==> src/hdl/itoa_pkg.sv <==
package itoa_pkg;

  localparam int ValueBits = 32;
  localparam int DecDigits = 10;
  localparam int MaxChars  = 11;
  localparam int CntBits   = 4;
  localparam int Stages    = 4;

  typedef enum logic [1:0] {
    KIND_DEC = 2'd0,
    KIND_HEX = 2'd1,
    KIND_OCT = 2'd2,
    KIND_NONE = 2'd3
  } kind_t;

  localparam logic [6:0] CharZero  = 7'h30;
  localparam logic [6:0] CharA     = 7'h61;
  localparam logic [6:0] CharMinus = 7'h2d;

  // character string of one item, most significant first at index 0
  typedef struct packed {
    logic [MaxChars-1:0][6:0] chars;
    logic [CntBits-1:0]       count;
  } run_t;

  function automatic logic [6:0] digit_char(input logic [3:0] d);
    if (d < 4'd10) begin
      return CharZero + {3'd0, d};
    end
    return CharA + {3'd0, d - 4'd10};
  endfunction

endpackage

==> src/hdl/itoa_dec_stage.sv <==
// One double-dabble step row: shift in eight bits of the binary operand.
module itoa_dec_stage (
  input  logic [itoa_pkg::DecDigits*4-1:0] bcd_in,
  input  logic [7:0]                       bits_in,
  output logic [itoa_pkg::DecDigits*4-1:0] bcd_out
);
  import itoa_pkg::*;

  always_comb begin
    logic [DecDigits*4-1:0] b;
    b = bcd_in;
    for (int s = 7; s >= 0; s--) begin
      for (int d = 0; d < DecDigits; d++) begin
        if (b[d*4 +: 4] >= 4'd5) begin
          b[d*4 +: 4] = b[d*4 +: 4] + 4'd3;
        end
      end
      b = {b[DecDigits*4-2:0], bits_in[s]};
    end
    bcd_out = b;
  end
endmodule

==> src/hdl/itoa_serializer.sv <==
// Hold one run and emit its characters one per accepted output cycle.
module itoa_serializer (
  input  logic                   clk,
  input  logic                   rst,
  input  logic                   run_valid,
  output logic                   run_stall,
  input  itoa_pkg::run_t         run,
  output logic                   valid,
  input  logic                   stall,
  output logic [6:0]             out_char,
  output logic                   last_char
);
  import itoa_pkg::*;

  run_t               held;
  logic [CntBits-1:0] pos;
  logic               busy;
  logic               done_item;

  assign done_item = valid && !stall && last_char;
  assign run_stall = busy && !done_item;
  assign valid     = busy;
  assign out_char  = held.chars[pos];
  assign last_char = (pos == held.count - CntBits'(1));

  always_ff @(posedge clk) begin
    if (rst) begin
      busy <= 1'b0;
      pos  <= '0;
    end else if (run_valid && !run_stall) begin
      busy <= 1'b1;
      pos  <= '0;
      held <= run;
    end else if (done_item) begin
      busy <= 1'b0;
    end else if (valid && !stall) begin
      pos <= pos + CntBits'(1);
    end
  end
endmodule

==> src/hdl/integer_to_ascii_formatter_core.sv <==
// Path from item accept to first character: an input register, 4 conversion
//   stages, 1 run assembly stage, 1 serializer load.
// Throughput: one character per cycle while out_stall is low; a formatted value
//   gives 1 to 11 characters, and new items are taken while the serializer emits.
// Reset: synchronous rst clears all stage valid bits and the serializer.
module integer_to_ascii_formatter_core (
  input  logic        clk,
  input  logic        rst,
  input  logic        in_valid,
  output logic        in_stall,
  input  logic [1:0]  req_type,
  input  logic [31:0] value,
  output logic        out_valid,
  input  logic        out_stall,
  output logic [6:0]  out_char,
  output logic        last_char
);
  import itoa_pkg::*;

  // pipeline registers: stage s has shifted in 8*s operand bits
  logic [Stages:0]                 v;
  logic [Stages:0][1:0]            kind;
  logic [Stages:0]                 neg;
  logic [Stages-1:0][ValueBits-1:0] mag;
  logic [Stages:0][ValueBits-1:0]  raw;
  logic [Stages:0][DecDigits*4-1:0] bcd;
  logic [Stages-1:0][DecDigits*4-1:0] bcd_next;

  logic  adv;
  logic  run_stall;
  run_t  run;
  logic  run_v;

  // the whole pipe advances when the serializer can take its run
  assign adv      = !run_v || !run_stall;
  assign in_stall = !adv;

  for (genvar s = 0; s < Stages; s++) begin : g_dd
    itoa_dec_stage u_stage (
      .bcd_in (bcd[s]),
      .bits_in(mag[s][ValueBits-1-8*s -: 8]),
      .bcd_out(bcd_next[s])
    );
  end

  always_ff @(posedge clk) begin
    if (rst) begin
      v <= '0;
    end else if (adv) begin
      v[0] <= in_valid && (req_type != KIND_NONE);
      for (int s = 1; s <= Stages; s++) begin
        v[s] <= v[s-1];
      end
    end
  end

  always_ff @(posedge clk) begin
    if (adv) begin
      kind[0] <= req_type;
      raw[0]  <= value;
      neg[0]  <= (req_type == KIND_DEC) && value[ValueBits-1];
      mag[0]  <= (req_type == KIND_DEC && value[ValueBits-1]) ? (~value + 32'd1) : value;
      bcd[0]  <= '0;
      for (int s = 1; s <= Stages; s++) begin
        kind[s] <= kind[s-1];
        raw[s]  <= raw[s-1];
        neg[s]  <= neg[s-1];
        bcd[s]  <= bcd_next[s-1];
      end
      for (int s = 1; s < Stages; s++) begin
        mag[s]  <= mag[s-1];
      end
    end
  end

  // assemble the character run from the final stage
  run_t run_next;
  always_comb begin
    logic [CntBits-1:0] nd;
    logic [CntBits-1:0] k;
    logic [3:0]         d;
    run_next = '0;
    nd = CntBits'(1);
    k  = '0;
    d  = '0;
    unique case (kind[Stages])
      KIND_DEC: begin
        for (int i = 0; i < DecDigits; i++) begin
          if (bcd[Stages][i*4 +: 4] != 4'd0) nd = CntBits'(i + 1);
        end
        if (neg[Stages]) begin
          run_next.chars[0] = CharMinus;
          k = CntBits'(1);
        end
        for (int i = 0; i < DecDigits; i++) begin
          if (CntBits'(i) < nd) begin
            run_next.chars[CntBits'(k + CntBits'(i))] =
              CharZero + {3'd0, bcd[Stages][(nd - 1 - CntBits'(i))*4 +: 4]};
          end
        end
        run_next.count = k + nd;
      end
      KIND_HEX: begin
        for (int i = 0; i < 8; i++) begin
          if (raw[Stages][i*4 +: 4] != 4'd0) nd = CntBits'(i + 1);
        end
        for (int i = 0; i < 8; i++) begin
          if (CntBits'(i) < nd) begin
            d = raw[Stages][(nd - 1 - CntBits'(i))*4 +: 4];
            run_next.chars[i] = digit_char(d);
          end
        end
        run_next.count = nd;
      end
      default: begin
        // full 3-bit groups below bit 30, then the 2-bit top group
        for (int i = 0; i < MaxChars - 1; i++) begin
          if (raw[Stages][i*3 +: 3] != 3'd0) nd = CntBits'(i + 1);
        end
        if (raw[Stages][31:30] != 2'd0) nd = CntBits'(11);
        for (int i = 0; i < MaxChars; i++) begin
          if (CntBits'(i) < nd) begin
            d = (nd - 1 - CntBits'(i) == CntBits'(10)) ? {2'd0, raw[Stages][31:30]}
                : {1'b0, raw[Stages][(nd - 1 - CntBits'(i))*3 +: 3]};
            run_next.chars[i] = digit_char(d);
          end
        end
        run_next.count = nd;
      end
    endcase
  end

  // run assembly register
  always_ff @(posedge clk) begin
    if (rst) begin
      run_v <= 1'b0;
    end else if (adv) begin
      run_v <= v[Stages];
      run   <= run_next;
    end
  end

  itoa_serializer u_ser (
    .clk      (clk),
    .rst      (rst),
    .run_valid(run_v),
    .run_stall(run_stall),
    .run      (run),
    .valid    (out_valid),
    .stall    (out_stall),
    .out_char (out_char),
    .last_char(last_char)
  );
endmodule

==> config.mk <==
export PLATFORM = sky130hd
export DESIGN_NAME = integer_to_ascii_formatter_core
export DESIGN_NICKNAME = d
export VERILOG_FILES = /design/src/hdl/itoa_pkg.sv /design/src/hdl/itoa_dec_stage.sv /design/src/hdl/itoa_serializer.sv /design/src/hdl/integer_to_ascii_formatter_core.sv
export SDC_FILE = /design/constraint.sdc
export NUM_CORES = 2
export LEC_CHECK = 0
export ABC_AREA = 0
export BUFFER_PORTS_ARGS = -buffer_cell sky130_fd_sc_hd__buf_4
export CAP_MARGIN = 20
export CORE_MARGIN = 2
export CORE_UTILIZATION = 53
export DETAILED_ROUTE_END_ITERATION = 10
export PLACE_DENSITY = 0.8
export SLEW_MARGIN = 20
export SYNTH_ARGS = -nofsm -noshare
export SYNTH_HDL_FRONTEND = slang
export SYNTH_SLANG_ARGS = --single-unit
==> constraint.sdc <==
create_clock -name clk -period 35.4 [get_ports clk]
set_input_delay 1.77 -clock clk [delete_from_list [all_inputs] [get_ports clk]]
set_output_delay 1.77 -clock clk [all_outputs]
set_load 0.01 [all_outputs]
---- Word level (Yosys, flattened, before mapping) ----
Cells that the tools add are included.
operators by class
  add/sub/neg operators ................... 374
  multipliers ............................. 11
  order comparisons ....................... 334
  equal/unequal tests ..................... 14
  shifts and indexed selects .............. 29
  muxes and demuxes ....................... 479
  bitwise operators ....................... 3
  reductions and logical operators ........ 56
operator list
  operator               number
  $mux 77                19
  $mux 4                 269
  $ge 4x3->1 const B     255
  $add 4x2->4 const B    236
  $bwmux 77              10
  $mux 7                 69
  $shiftx 40x33->4       10
  $shiftx 32x33->3       11
  $eq 32x4->1 const B    11
  $mul 32x2->32 const B  10
  $demux 7 s4            10
  $shiftx 32x33->4       8
  $sub 30x3->30 const B  7
  $add 6x5->7 const A    19
  $sub 32x3->32 const B  4
  $add 6x4->7 const A    18
  $pmux 60 s2            1
  $sub 30x2->30 const B  4
  $mux 3                 33
  $add 6x3->7 const A    11
  $reduce_bool 4->1      16
  $sub 32x2->32 const B  2
  $sub 32x4->32 const B  2
  $add 3x2->3 const B    21
  other kinds (46)       244
storage, ports and cells
  bits in registers ....................... 576
  input port bits ......................... 38
  output and inout bits ................... 10

---- Longest topological paths before layout ----
  depth in word-level cells ............... 44
  mapped depth ............................ 38
  depth with buffers taken out ............ 38

---- By module ----
From an unflattened synthesis, not the netlist that was laid out.
second synthesis, totals
  cell total of the unflattened synthesis .. 9329
  area total of the unflattened synthesis .. 77725.8 um2
by module, submodules not included
  module                           times used  cells each  area an instance (um2)
  itoa_dec_stage                   4           1630        10941.7
  integer_to_ascii_formatter_core  1           2630        30483.0
  itoa_serializer                  1           179         3475.8

---- Least setup slack after synthesis ----
Ideal clock, no wire load.
  kind .................................... input-to-reg
  start point ............................. input out_stall
  end point ............................... register run[0] (netlist name)
  library setup time ...................... 0.508 ns
  arrival time ............................ 19.373 ns
  required time ........................... 34.892 ns
  setup slack ............................. 15.520 ns
  cell stages on the path ................. 5
  buffers on the path ..................... 1
  path through ............................ o21ai_0 > or2_2 > clkbuf_1 > clkinv_1 > nor2_1
between the ends
  word-level cells in the longest chain between the ends .. 8
RTL lines
  item                             line                                   RTL
  start, declared                  integer_to_ascii_formatter_core.sv:14  input logic out_stall,
  $logic_not 1->1                  itoa_serializer.sv:20                  assign done_item = valid && !stall && last_char;
  $logic_and 1x1->1 (2 in series)  itoa_serializer.sv:20
  $logic_not 1->1                  itoa_serializer.sv:21                  assign run_stall = busy && !done_item;
  $logic_and 1x1->1                itoa_serializer.sv:21
  $logic_not 1->1                  integer_to_ascii_formatter_core.sv:35  assign adv = !run_v || !run_stall;
  $logic_or 1x1->1                 integer_to_ascii_formatter_core.sv:35
  $reduce_and 2->1 (no line)       n/a
No other way between the ends.
A chain may end at the register's enable or synchronous reset.

==> flow_summary.yaml <==
logic_synthesis:
  synth.most_common_cell: "nand2_1"
  synth.avg_cell_area_um2: 8.83
  yosys-top-cells-area: "edfxtp_1 (31%), ha_1 (7.7%), mux2i_1 (7.2%)"
  synth_sequential_area_ratio_pct: 31.6
  syn-cell-area_mm2: 0.0484
  syn_inst: 5480
  ys_warn_count: 0
  synth.largest_area_cell: "edfxtp_1"
  synth_seq_cells: 513
  ys_dominant_reg_cell: "edfxtp_1"
  synthDistinctLibCells: 120
  post_synth_edffs: 502
  synthDominantCellAreaShare_pct: 31.2
  synth_common_cells: "nand2_1 (557), edfxtp_1 (502), nor2_1 (476), a21oi_1 (379), mux2i_1 (346)"
  synth-async-reset-ratio_pct: 0
clock_network:
  cts.path.max_buffers: 3
  number_of_setup_buffers_added_after_cts: 0
  cts_tree: "done"
  cts_hold_repair.buffers: 0
  htreeDepth: 2
  cts_inserted_buffers: 56
  cts.root.buffer_cell: "clkbuf_16"
  insertion_delay_ns: 0.65
  post_cts_resized: 0
  cts_num_sinks: 513
  cts.clk_slew.worst_paths_ns: 0.06
worst_setup_path:
  critical-path-slowest-cell: "nor2_1"
  critPathLaunch: "raw[137]"
  r2r-end: "run[41]"
  cell_depth_of_the_worst_flop_to_flop_path: 24
  ordered_cell_list_for_the_critical_path: "nor3_1 -> o41ai_1 -> a2111oi_0 -> o41ai_1 -> a2111o_1 -> nand2_2 -> buf_4 -> inv_1 -> buf_4 -> ha_1 -> xnor2_1 -> buf_4 -> inv_1 -> ha_1 -> a21oi_1 -> xnor2_1 -> ha_1 -> o21a_1 -> nor2_1 -> mux4_2 -> mux4_2 -> o22ai_1 -> nand2_1 -> o2111ai_1"
  critical_path_depth: 24
  cp-end-kind: "flop"
  max_stage_delay_ns: 0.67
  timing.critical_path.from_type: "flop"
  path_delay_family: "compound AO/OA/AOI/OAI gates"
  reg2reg_setup_slack_ns: 27.62
  critical_path.n_buffers_inverters: 5
  critical_path_class: "flop to flop"
  r2r_start: "raw[137]"
  cp.required_ns: 35.85
  worstPathArrival_ns: 8.23
  crit_path_max_fanout: 65
sta:
  slew_headroom_pct: 23.0
  setup_viol_count_final: 0
  timing.fmax_mhz: 128
  timing.final.max_slew_violations: 0
  timing.clock.skew_ns: 0.0354
  grt_setup_unrepaired: "false"
  setup-tns-final_ns: 0
  hold_viol: 0
  part_of_the_cycle_the_worst_path_needs_pct: 22.0
  worst_tran_pin_value_ns: 1.15
  min_period_ns: 7.78
routing:
  antenna_left: 0
  detailed_route_wire_length_per_cell_um: 19.2
  top_layer_used: "met5"
  drt-vias-per-instance: 6.34
  post-route-drc-count: 0
  detailed_route_wire_length_um: 128000
  wl_met2_um: 60000
  drt_pre_antenna_iters: 7
  wl_met1_um: 53900
  detailroute.wirelength.met3_um: 8720
  detailedRoute.firstIterationViolations: 4537
  detailroute.via_count: 42182
placed_design:
  place_hpwl_um: 97700
  gpl.final_weighted_congestion: 1.05
  buffer_ports.inserted: 47
die:
  boundaryPins: 48
  core.rowCount: 110
  die_y_um: 306
  initial_core_util_pct: 53.6
  core_mm2: 0.0903
  fp.dieW_um: 306
  die_area_mm2: 0.0937
finish:
  multi_input_area_mm2: 0.0312
  area_delta_synth_final_pct: 6.54
  final_layout_size_suffix_gt1_share_pct: 8.98
  sequential_cell_area_mm2: 0.0153
  fill_cells: 7863
  layout.nets: 5774
run_status:
  run_status: "complete, no violations"
grt:
  grt_ovf: 0
  grt_usage_pct: 26.3
  grt_pass1_wl_um: 203000
  grt_start_max_net_pins: 91
  antenna_found_initial: 7
  first_global_vias: 38802
hold_path:
  whs_path_depth: 0
  min_from: "run[59]"
  hold_path_class: "flop to flop"
  hold_end: "u_ser.held[59]"
job:
  max_cap_viol_count: 0
## per-layer routing
metal,vias to the layer above,track usage (%)
met3,290,3.22
met5,-,0
met1,19938,34.5
li1,20395,-
met2,1557,44.4
met4,2,10.4
## worst max-delay path by stage
stage          slack [ns]  endpoint
6_report            27.62   run[41]
5_1_grt             27.09   run[41]
4_1_cts             27.82   run[41]
3_5_place_dp        27.84   run[41]
3_3_place_gp        27.98   run[41]
2_1_floorplan       15.52    run[0]
## stage by stage
| stage | area [um2] | cells | hold slack (ns) | worst slack (ns) | utilization, % |
|---|---|---|---|---|---|
| finish | 51500 | 6655 | 0.400 | 27.62 | 57.1 |
| global route | 51500 | 6655 | 0.404 | 27.09 | 57.1 |
| CTS | 51500 | 6652 | 0.391 | 27.82 | 57.1 |
| detailed placement | 49800 | 6550 | 0.405 | 27.84 | 55.2 |
| global placement | 49800 | 6550 | 0.400 | 27.98 | 55.2 |
| floorplan | 48400 | 5482 | 0.400 | 15.52 | - |
## cell type report
class	instances	area share, %
Antenna cell	3	0.0146
Clock buffer	68	2.85
Clock inverter	34	0.490
Inverter	314	2.29
Multi-Input combinational cell	4454	60.5
Sequential cell	513	29.7
Tap cell	1176	2.86
Timing Repair Buffer	93	1.36
## cell usage in the layout (no fill, tap or decap), drive strengths merged, types with 71 or more instances in the layout
master / instances
o21ai: 390
mux2i: 354
ha: 299
buf: 93
nand2: 557
a21oi: 390
edfxtp: 502
nor3: 142
inv: 312
o22ai: 84
o211ai: 89
xnor2: 155
nand2b: 108
nand3: 110
a211oi: 88
nor2: 476
nor2b: 71
## worst reg2reg max path, delay by kind of cell (launching register included)
family | cells | cell delay [ns]
AO/OA/AOI/OAI | 8 | 1.81
AND/OR/NAND/NOR | 4 | 1.42
buffers and inverters | 5 | 1.36
multiplexers | 2 | 1.06
adder cells (fa/ha/maj) | 3 | 1.00
flip-flops | 1 | 0.53
XOR/XNOR | 2 | 0.40
## sequential cells by signal, indices dropped and copies added, names as in the netlist, 4 cells and up
| register | count |
|---|---|
| raw | 156 |
| bcd | 101 |
| mag | 80 |
| run | 75 |
| u_ser.held | 75 |
| kind | 10 |
| neg | 5 |
| v | 5 |
| u_ser.pos | 4 |
## cells by family after synthesis
family	share of synthesized area [%]
and+or+nand+nor	17.7
AOI/OAI and AO/OA	22.7
buffers and inverters	4.09
DFF	31.6
muxes	11.6
adders and majority gates	8.05
xor gates and xnor gates	4.27
other	0.00775
Power is left out: the tool's default activity adds up to more than one toggle a clock period on the data nets, which glitch-free logic cannot reach.
